`src/rtl/csv_rfs_pkg.sv`:
```
// Package for the CSV record field splitter.
// Holds the character codes, the parser mode and result kind types, and the result struct.
// No dependencies; every other file of the block uses it.
package csv_rfs_pkg;

	localparam int MAX_COLUMNS_DEF = 64;

	localparam int DATA_W     = 8;
	localparam int KIND_W     = 2;
	localparam int COLUMN_W   = 6;
	localparam int ERRCOL_W   = 7;
	localparam int COUNT_W    = 7;
	localparam int PADDR_W    = 3;
	localparam int PDATA_W    = 32;

	localparam logic [COUNT_W-1:0] COUNT_RESET = 7'd1;

	// Word index of the column count register.
	localparam logic REG_COLUMN_COUNT = 1'b0;

	localparam logic [DATA_W-1:0] CH_QUOTE   = 8'h22;
	localparam logic [DATA_W-1:0] CH_COMMA   = 8'h2C;
	localparam logic [DATA_W-1:0] CH_NEWLINE = 8'h0A;

	typedef enum logic [2:0] {
		MODE_START      = 3'd0,
		MODE_UNQUOTED   = 3'd1,
		MODE_QUOTED     = 3'd2,
		MODE_QUOTE_SEEN = 3'd3,
		MODE_SKIP       = 3'd4
	} mode_t;

	typedef enum logic [KIND_W-1:0] {
		KIND_BYTE  = 2'd0,
		KIND_END   = 2'd1,
		KIND_OK    = 2'd2,
		KIND_ERROR = 2'd3
	} kind_t;

	typedef struct packed {
		logic                valid;
		kind_t               kind;
		logic [DATA_W-1:0]   value;
		logic [COLUMN_W-1:0] column;
		logic [ERRCOL_W-1:0] error_column;
	} result_t;

endpackage

```
`src/rtl/csv_rfs_cfg.sv`:
```
// Configuration register file of the CSV record field splitter: the column count.
// APB-style write and read access, with pready tied high.
// Depends on csv_rfs_pkg.
module csv_rfs_cfg (
	input  logic                                 clk,
	input  logic                                 arst_n,
	input  logic                                 psel,
	input  logic                                 penable,
	input  logic                                 pwrite,
	input  logic [csv_rfs_pkg::PADDR_W-1:0]      paddr,
	input  logic [csv_rfs_pkg::PDATA_W-1:0]      pwdata,
	output logic [csv_rfs_pkg::PDATA_W-1:0]      prdata,
	output logic                                 pready,
	output logic [csv_rfs_pkg::COUNT_W-1:0]      column_count
);

	logic                               hit;
	logic [csv_rfs_pkg::COUNT_W-1:0]    column_count_q;

	// Registers are word aligned, so the two low address bits are ignored.
	assign hit = (paddr[csv_rfs_pkg::PADDR_W-1] == csv_rfs_pkg::REG_COLUMN_COUNT);

	always_ff @(posedge clk or negedge arst_n) begin
		if (!arst_n) begin
			column_count_q <= csv_rfs_pkg::COUNT_RESET;
		end else if (psel && penable && pwrite && hit) begin
			column_count_q <= pwdata[csv_rfs_pkg::COUNT_W-1:0];
		end
	end

	always_comb begin
		prdata = '0;
		if (hit) begin
			prdata = {{(csv_rfs_pkg::PDATA_W - csv_rfs_pkg::COUNT_W){1'b0}}, column_count_q};
		end
	end

	assign pready       = 1'b1;
	assign column_count = column_count_q;

endmodule

```
`src/rtl/csv_rfs_parser.sv`:
```
// Input register and parse state machine of the CSV record field splitter.
// Produces at most one result per byte for the output register.
// Depends on csv_rfs_pkg.
module csv_rfs_parser #(
	parameter int MAX_COLUMNS = csv_rfs_pkg::MAX_COLUMNS_DEF
) (
	input  logic                                 clk,
	input  logic                                 arst_n,
	input  logic                                 in_valid,
	input  logic [csv_rfs_pkg::DATA_W-1:0]       data_byte,
	output logic                                 in_stall,
	input  logic [csv_rfs_pkg::COUNT_W-1:0]      column_count,
	input  logic                                 out_free,
	output csv_rfs_pkg::result_t                 res
);

	localparam int IDX_W = (MAX_COLUMNS > 1) ? $clog2(MAX_COLUMNS) : 1;
	localparam int CMP_W = (IDX_W + 1 > csv_rfs_pkg::COUNT_W) ? IDX_W + 1
		: csv_rfs_pkg::COUNT_W;
	localparam logic [CMP_W-1:0] MAX_CMP = CMP_W'(MAX_COLUMNS);

	logic                             valid_s1;
	logic [csv_rfs_pkg::DATA_W-1:0]   byte_s1;
	csv_rfs_pkg::mode_t               mode_q;
	csv_rfs_pkg::mode_t               mode_d;
	logic [IDX_W-1:0]                 idx_q;
	logic [IDX_W-1:0]                 idx_d;

	logic                             consume;
	logic                             accept;
	logic                             is_sep;
	logic                             is_newline;
	logic [CMP_W-1:0]                 count_ext;
	logic [CMP_W-1:0]                 eff_count;
	logic [CMP_W-1:0]                 ended;
	logic [CMP_W-1:0]                 next;
	logic                             has_res;
	csv_rfs_pkg::kind_t               kind_d;
	logic [csv_rfs_pkg::DATA_W-1:0]   value_d;
	logic [CMP_W-1:0]                 errcol_d;

	// A column count of zero acts as one, and one above the limit acts as the limit.
	always_comb begin
		count_ext = CMP_W'(column_count);
		eff_count = count_ext;
		if (count_ext == '0) begin
			eff_count = CMP_W'(1);
		end else if (count_ext > MAX_CMP) begin
			eff_count = MAX_CMP;
		end
	end

	assign is_newline = (byte_s1 == csv_rfs_pkg::CH_NEWLINE);
	assign is_sep     = is_newline || (byte_s1 == csv_rfs_pkg::CH_COMMA);
	assign ended      = CMP_W'(idx_q);
	assign next       = ended + CMP_W'(1);

	always_comb begin
		mode_d   = mode_q;
		idx_d    = idx_q;
		has_res  = 1'b0;
		kind_d   = csv_rfs_pkg::KIND_BYTE;
		value_d  = '0;
		errcol_d = '0;
		case (mode_q)
			csv_rfs_pkg::MODE_START,
			csv_rfs_pkg::MODE_UNQUOTED,
			csv_rfs_pkg::MODE_QUOTED,
			csv_rfs_pkg::MODE_QUOTE_SEEN: begin
				if ((mode_q == csv_rfs_pkg::MODE_START) && (byte_s1 == csv_rfs_pkg::CH_QUOTE)) begin
					mode_d = csv_rfs_pkg::MODE_QUOTED;
				end else if ((mode_q == csv_rfs_pkg::MODE_QUOTED)
						&& (byte_s1 == csv_rfs_pkg::CH_QUOTE)) begin
					mode_d = csv_rfs_pkg::MODE_QUOTE_SEEN;
				end else if ((mode_q == csv_rfs_pkg::MODE_QUOTE_SEEN)
						&& (byte_s1 == csv_rfs_pkg::CH_QUOTE)) begin
					// A doubled quote inside a quoted field is one literal quote.
					mode_d  = csv_rfs_pkg::MODE_QUOTED;
					has_res = 1'b1;
					value_d = byte_s1;
				end else if (is_sep && (mode_q != csv_rfs_pkg::MODE_QUOTED)) begin
					// The separator ends the current field.
					has_res = 1'b1;
					mode_d  = csv_rfs_pkg::MODE_START;
					if (next >= eff_count) begin
						kind_d = csv_rfs_pkg::KIND_OK;
						idx_d  = '0;
						if (!is_newline) begin
							mode_d = csv_rfs_pkg::MODE_SKIP;
						end
					end else if (is_newline) begin
						kind_d   = csv_rfs_pkg::KIND_ERROR;
						idx_d    = '0;
						errcol_d = next + CMP_W'(1);
					end else begin
						kind_d = csv_rfs_pkg::KIND_END;
						idx_d  = next[IDX_W-1:0];
					end
				end else if (mode_q == csv_rfs_pkg::MODE_QUOTE_SEEN) begin
					// Stray byte after a closing quote.
					has_res  = 1'b1;
					kind_d   = csv_rfs_pkg::KIND_ERROR;
					errcol_d = next;
					idx_d    = '0;
					mode_d   = csv_rfs_pkg::MODE_SKIP;
				end else begin
					has_res = 1'b1;
					value_d = byte_s1;
					if (mode_q == csv_rfs_pkg::MODE_START) begin
						mode_d = csv_rfs_pkg::MODE_UNQUOTED;
					end
				end
			end
			default: begin
				if (is_newline) begin
					idx_d  = '0;
					mode_d = csv_rfs_pkg::MODE_START;
				end
			end
		endcase
	end

	always_comb begin
		res.valid        = valid_s1 && has_res;
		res.kind         = kind_d;
		res.value        = value_d;
		res.column       = ended[csv_rfs_pkg::COLUMN_W-1:0];
		res.error_column = errcol_d[csv_rfs_pkg::ERRCOL_W-1:0];
	end

	assign consume  = valid_s1 && (!has_res || out_free);
	assign in_stall = valid_s1 && !consume;
	assign accept   = in_valid && !in_stall;

	always_ff @(posedge clk or negedge arst_n) begin
		if (!arst_n) begin
			valid_s1 <= 1'b0;
			mode_q   <= csv_rfs_pkg::MODE_START;
			idx_q    <= '0;
		end else begin
			if (accept) begin
				valid_s1 <= 1'b1;
			end else if (consume) begin
				valid_s1 <= 1'b0;
			end
			if (consume) begin
				mode_q <= mode_d;
				idx_q  <= idx_d;
			end
		end
	end

	always_ff @(posedge clk) begin
		if (accept) begin
			byte_s1 <= data_byte;
		end
	end

endmodule

```
`src/rtl/csv_rfs_out.sv`:
```
// Result register of the CSV record field splitter.
// Holds one result until the downstream side takes it.
// Depends on csv_rfs_pkg.
module csv_rfs_out (
	input  logic                                 clk,
	input  logic                                 arst_n,
	input  csv_rfs_pkg::result_t                 res,
	output logic                                 out_free,
	output logic                                 out_valid,
	input  logic                                 out_stall,
	output logic [csv_rfs_pkg::KIND_W-1:0]       kind,
	output logic [csv_rfs_pkg::DATA_W-1:0]       value,
	output logic [csv_rfs_pkg::COLUMN_W-1:0]     column,
	output logic [csv_rfs_pkg::ERRCOL_W-1:0]     error_column
);

	logic                                 valid_q;
	csv_rfs_pkg::kind_t                   kind_q;
	logic [csv_rfs_pkg::DATA_W-1:0]       value_q;
	logic [csv_rfs_pkg::COLUMN_W-1:0]     column_q;
	logic [csv_rfs_pkg::ERRCOL_W-1:0]     error_column_q;
	logic                                 load;

	// The register can take a new result when empty or when its content leaves now.
	assign out_free = !valid_q || !out_stall;
	assign load     = res.valid && out_free;

	always_ff @(posedge clk or negedge arst_n) begin
		if (!arst_n) begin
			valid_q <= 1'b0;
		end else if (out_free) begin
			valid_q <= res.valid;
		end
	end

	always_ff @(posedge clk) begin
		if (load) begin
			kind_q         <= res.kind;
			value_q        <= res.value;
			column_q       <= res.column;
			error_column_q <= res.error_column;
		end
	end

	assign out_valid    = valid_q;
	assign kind         = kind_q;
	assign value        = value_q;
	assign column       = column_q;
	assign error_column = error_column_q;

endmodule

```
`src/rtl/csv_record_field_splitter.sv`:
```
// Top level of the CSV record field splitter.
// Instantiates csv_rfs_cfg, csv_rfs_parser and csv_rfs_out; depends on csv_rfs_pkg.
//
//   Channel   Handshake            Payload
//   -------   ------------------   -----------------------------------------
//   input     in_valid / in_stall  data_byte
//   output    out_valid/ out_stall kind, value, column, error_column
//   config    APB (psel..pready)   column_count at byte address 0
//
// The block takes one byte in every cycle while in_stall is low. A byte is
// captured in the input register and parsed against the mode and field
// index, and its result, if it has one, is then loaded into the result
// register. Reset clears the mode to field start, the field index to zero
// and the column count to one. A stall on the output holds the result
// register; the input stalls only when the byte in the input register has
// a result and the result register cannot take it.
module csv_record_field_splitter #(
	parameter int MAX_COLUMNS = csv_rfs_pkg::MAX_COLUMNS_DEF
) (
	input  logic                                 clk,
	input  logic                                 arst_n,

	input  logic                                 in_valid,
	output logic                                 in_stall,
	input  logic [csv_rfs_pkg::DATA_W-1:0]       data_byte,

	output logic                                 out_valid,
	input  logic                                 out_stall,
	output logic [csv_rfs_pkg::KIND_W-1:0]       kind,
	output logic [csv_rfs_pkg::DATA_W-1:0]       value,
	output logic [csv_rfs_pkg::COLUMN_W-1:0]     column,
	output logic [csv_rfs_pkg::ERRCOL_W-1:0]     error_column,

	input  logic                                 psel,
	input  logic                                 penable,
	input  logic                                 pwrite,
	input  logic [csv_rfs_pkg::PADDR_W-1:0]      paddr,
	input  logic [csv_rfs_pkg::PDATA_W-1:0]      pwdata,
	output logic [csv_rfs_pkg::PDATA_W-1:0]      prdata,
	output logic                                 pready
);

	logic [csv_rfs_pkg::COUNT_W-1:0]  column_count;
	logic                             out_free;
	csv_rfs_pkg::result_t             res;

	// Write the column count register only while the block is idle (unchecked here).
	csv_rfs_cfg u_cfg (
		.clk          (clk),
		.arst_n       (arst_n),
		.psel         (psel),
		.penable      (penable),
		.pwrite       (pwrite),
		.paddr        (paddr),
		.pwdata       (pwdata),
		.prdata       (prdata),
		.pready       (pready),
		.column_count (column_count)
	);

	// Input register, mode and field index, and the per-byte decision.
	csv_rfs_parser #(
		.MAX_COLUMNS (MAX_COLUMNS)
	) u_parser (
		.clk          (clk),
		.arst_n       (arst_n),
		.in_valid     (in_valid),
		.data_byte    (data_byte),
		.in_stall     (in_stall),
		.column_count (column_count),
		.out_free     (out_free),
		.res          (res)
	);

	// Result register, which holds the parser's result while the downstream side stalls.
	csv_rfs_out u_out (
		.clk          (clk),
		.arst_n       (arst_n),
		.res          (res),
		.out_free     (out_free),
		.out_valid    (out_valid),
		.out_stall    (out_stall),
		.kind         (kind),
		.value        (value),
		.column       (column),
		.error_column (error_column)
	);

endmodule
```
`config.mk`:
```
export PLATFORM = sky130hd
export DESIGN_NAME = csv_record_field_splitter
export DESIGN_NICKNAME = d
export VERILOG_FILES = /design/src/rtl/csv_rfs_pkg.sv /design/src/rtl/csv_rfs_cfg.sv /design/src/rtl/csv_rfs_parser.sv /design/src/rtl/csv_rfs_out.sv /design/src/rtl/csv_record_field_splitter.sv
export SDC_FILE = /design/constraint.sdc
export NUM_CORES = 1
export LEC_CHECK = 0
export ABC_CLOCK_PERIOD_IN_PS = 5800
export BUFFER_PORTS_ARGS = -buffer_cell sky130_fd_sc_hd__buf_4
export CAP_MARGIN = 20
export CORE_MARGIN = 2
export CORE_UTILIZATION = 54
export CTS_BUF_LIST = sky130_fd_sc_hd__clkbuf_2
export CTS_CLUSTER_SIZE = 24
export DETAILED_ROUTE_END_ITERATION = 10
export GPL_TIMING_DRIVEN = 0
export PLACE_DENSITY = 0.88
export RECOVER_POWER = 25
export SLEW_MARGIN = 10
export SYNTH_ARGS = -nofsm -noshare
export SYNTH_HDL_FRONTEND = slang
export SYNTH_SLANG_ARGS = --single-unit
```
`constraint.sdc`:
```
create_clock -name clk -period 5.8 [get_ports clk]
set_input_delay 0.87 -clock clk [delete_from_list [all_inputs] [get_ports clk]]
set_output_delay 0.87 -clock clk [all_outputs]
set_load 0.005 [all_outputs]
```
==> flow_metrics.env <==
export IMPL_dr_pass1_iters=5
export IMPL_crit_type="flop to flop"
export IMPL_synth_edff_count=31
export IMPL_ctsResizeCount=0
export IMPL_path_clk_slew_ns=0.24
export IMPL_placed_cell_area_mm2=0.00327
export IMPL_synth_cells=249
export IMPL_core_area_mm2=0.00475
export IMPL_drv_cap=0
export IMPL_status="complete, no violations"
export IMPL_cp_common_cell="nand4_1"
export IMPL_p_switching_mw=0.324
export IMPL_detailedPlace_worstSlack_ns=2.53
export IMPL_clockPowerShare_pct=20.7
export IMPL_finalSetupViolations=0
export IMPL_async_reset_ff_share_pct=36.7
export IMPL_rows=25
export IMPL_worstPathRequired_ns=6.07
export IMPL_cts_buffer_depth=2
export IMPL_clk_latency_ns=0.43
export IMPL_diodes=0
export IMPL_power_density_mw_per_mm2=321
export IMPL_fillers=374
export IMPL_cp_cell_sequence="clkbuf_1 -> nand4_1 -> xor2_1 -> inv_1 -> ha_1 -> nand4_1 -> and3_1 -> o21ai_0 -> nor3_1 -> nand2_1 -> a31oi_1"
export IMPL_cp_slowest_stage_delay_ns=0.54
export IMPL_drc=0
export IMPL_h_tree_depth=2
export IMPL_antenna_found_initial=0
export IMPL_area_growth_pct=25.5
export IMPL_grt_pass1_wl_um=8540
export IMPL_switching_share_pct=30.1
export IMPL_cts_sinks=49
export IMPL_ys_ff_latch=49
export IMPL_finalMaxSlewViolations=0
export IMPL_critPathTopFamily="simple AND/OR/NAND/NOR gates"
export IMPL_routed_via_density=5.12
export IMPL_cp_start_kind="flop"
export IMPL_wirelength_um=5460
export IMPL_hold_violations=0
export IMPL_grt_max_degree=19
export IMPL_die_width_um=74.4
export IMPL_tightest_slew_ns=1.07
export IMPL_cts_tree="built"
export IMPL_ir_drop_v=0.000133
export IMPL_path_max_fanout=7
export IMPL_fp_dieH_um=74.4
export IMPL_syn_cell_area_mm2=0.00267
export IMPL_path_buf_inv=2
export IMPL_cts_hold_buffers=0
export IMPL_setup_ws_ns=2.43
export IMPL_vias=2062
export IMPL_max_freq_mhz=297
export IMPL_cp_end_kind="flop"
export IMPL_io_pins=108
export IMPL_wl_per_cell_um=13.6
export IMPL_ff2ff_setup_slack_ns=2.43
export IMPL_initial_core_util_pct=56.2
export IMPL_final_area_mm2=0.00335
export IMPL_finalSetupTns_ns=0
export IMPL_slew_limit_headroom_pct=28.5
export IMPL_syn_avg_cell_area_um2=10.7
export IMPL_fin_crit_sh_pct=58.1
export IMPL_seq_power_share_pct=46.5
export IMPL_ant_nets=0
export IMPL_drive_above_1_share_pct=33.3
export IMPL_grt_use_total_pct=20.4
export IMPL_grt_pass1_vias=1950
export IMPL_hold_class="flop to flop"
export IMPL_cts_root_buf="clkbuf_2"
export IMPL_timing_final_crit_period_ns=3.37
export IMPL_synth_seq_area_share_pct=51.7
export IMPL_grt_overflow_total=0
export IMPL_rsz0062_at_grt="no"
export IMPL_nets=395
export IMPL_dpl_hpwl_um=4130
export IMPL_final_common_cell="buf_4"
export IMPL_p_leak_nw=1.57
export IMPL_port_buffers=54
export IMPL_power_internal_mw=0.753
export IMPL_cp_slowest_cell="nor3_1"
export IMPL_die_area_mm2=0.00553
export IMPL_gp_congestion=0.858
export IMPL_synthFlopType="edfxtp_1"
export IMPL_cp_arrival_ns=3.64
export IMPL_ys_warn_count=0
export IMPL_post_cts_buffers=0
export IMPL_layout_common_cells="buf_4 (71), edfxtp_1 (31), nand2_1 (27)"
export IMPL_p_comb_share_pct=32.8
export IMPL_netlist_cell_type_count=49
export IMPL_fin_worst_skew_ns=0.0122
export IMPL_drt_iter0_markers=177
export IMPL_numCtsBuffers=5
-- flip-flops by register name, summed over array words and instances, names as in the netlist --
register and flops:
u_parser.idx_q 6, u_out.kind 2, u_out.out_valid 1, u_out.error_column 7, u_parser.byte_s1 8, u_out.value 8, u_cfg.column_count 7, u_parser.valid_s1 1
u_parser.mode_q 3, u_out.column 6
-- power groups by stage --
| stage | logic (mW) | registers (mW) | clock network (mW) |
|---|---|---|---|
| CTS | 0.353 | 0.501 | 0.226 |
| global route | 0.386 | 0.509 | 0.240 |
| detailed placement | 0.351 | 0.509 | 0 |
| global placement | 0.332 | 0.506 | 0 |
| floorplan | 0.208 | 0.507 | 0 |
| finish | 0.353 | 0.501 | 0.223 |
-- kinds of logic (layout without fill, tap and decap cells) --
family                   after synthesis  after routing  synth area share (%)
XOR/XNOR                               4              4                  1.31
AO/OA/AOI/OAI                         42             42                  10.0
multiplexers                           9              9                  3.70
AND/OR/NAND/NOR                       95             95                  19.3
flip-flops                            49             49                  51.7
buffers and inverters                 38            101                  9.03
other                                  2             26                 0.281
adder cells (fa/ha/maj)               10             10                  4.68
-- worst paths after layout --
kind / to / cells after the start / from
min reg2reg: u_out.column[3] / 0 / u_parser.idx_q[3]
min in group asynchronous: u_parser.idx_q[3] / 1 / arst_n
max reg2reg: u_out.error_column[1] / 11 / u_parser.idx_q[0]
max: u_out.error_column[1] / 11 / u_parser.idx_q[0]
min: u_out.column[3] / 0 / u_parser.idx_q[3]
max in group asynchronous: u_parser.mode_q[2] / 1 / arst_n
-- cells in the mapped netlist, types with 2 or more instances --
cell type | count | area (um2)
a21o_1 | 2 | 15.0
a21oi_1 | 7 | 35.0
a31oi_1 | 4 | 25.0
and2_1 | 7 | 43.8
and2_2 | 2 | 15.0
and3_1 | 2 | 12.5
buf_4 | 26 | 195
clkbuf_1 | 4 | 15.0
conb_1 | 2 | 7.51
dfrtp_1 | 17 | 425
edfxtp_1 | 31 | 931
ha_1 | 10 | 125
inv_1 | 7 | 26.3
mux2_2 | 7 | 78.8
mux2i_1 | 2 | 20.0
nand2_1 | 27 | 101
nand2b_1 | 4 | 25.0
nand3_1 | 5 | 25.0
nand4_1 | 3 | 18.8
nand4b_1 | 2 | 17.5
nor2_1 | 16 | 60.1
nor2b_1 | 8 | 50.1
nor3_1 | 5 | 25.0
o21ai_0 | 13 | 65.1
o21ai_1 | 6 | 30.0
or2_2 | 4 | 25.0
xor2_1 | 4 | 35.0
-- metal layers --
metal	GRT usage [%]	wire, um	vias up
met5	0	0	-
met4	8.53	79	0
met3	4.07	403	15
met2	36.2	2900	101
met1	23.9	2080	945
li1	-	-	1001
-- final cells by class --
class                   count  area [um2]  share of cell area, %
repair buffers             55         413                   12.3
plain buffers              31         215                   6.42
multi-input cells         186        1140                   34.1
flip-flops and latches     49        1380                   41.2
well taps                  67        83.8                   2.50
inverters                   7        26.3                  0.783
clock inverters             3        65.1                   1.94
clock buffers               5        25.0                  0.746
-- metrics by stage --
step,hold slack (ns),cells,power (mW),util [%]
6_report,0.479,403,1.08,70.6
5_1_grt,0.506,403,1.14,70.6
4_1_cts,0.257,403,1.08,70.6
3_5_place_dp,0.430,395,0.859,68.7
3_3_place_gp,0.431,394,0.838,68.4
2_1_floorplan,0.423,273,0.715,-
Power figures use the tool's default switching activity.
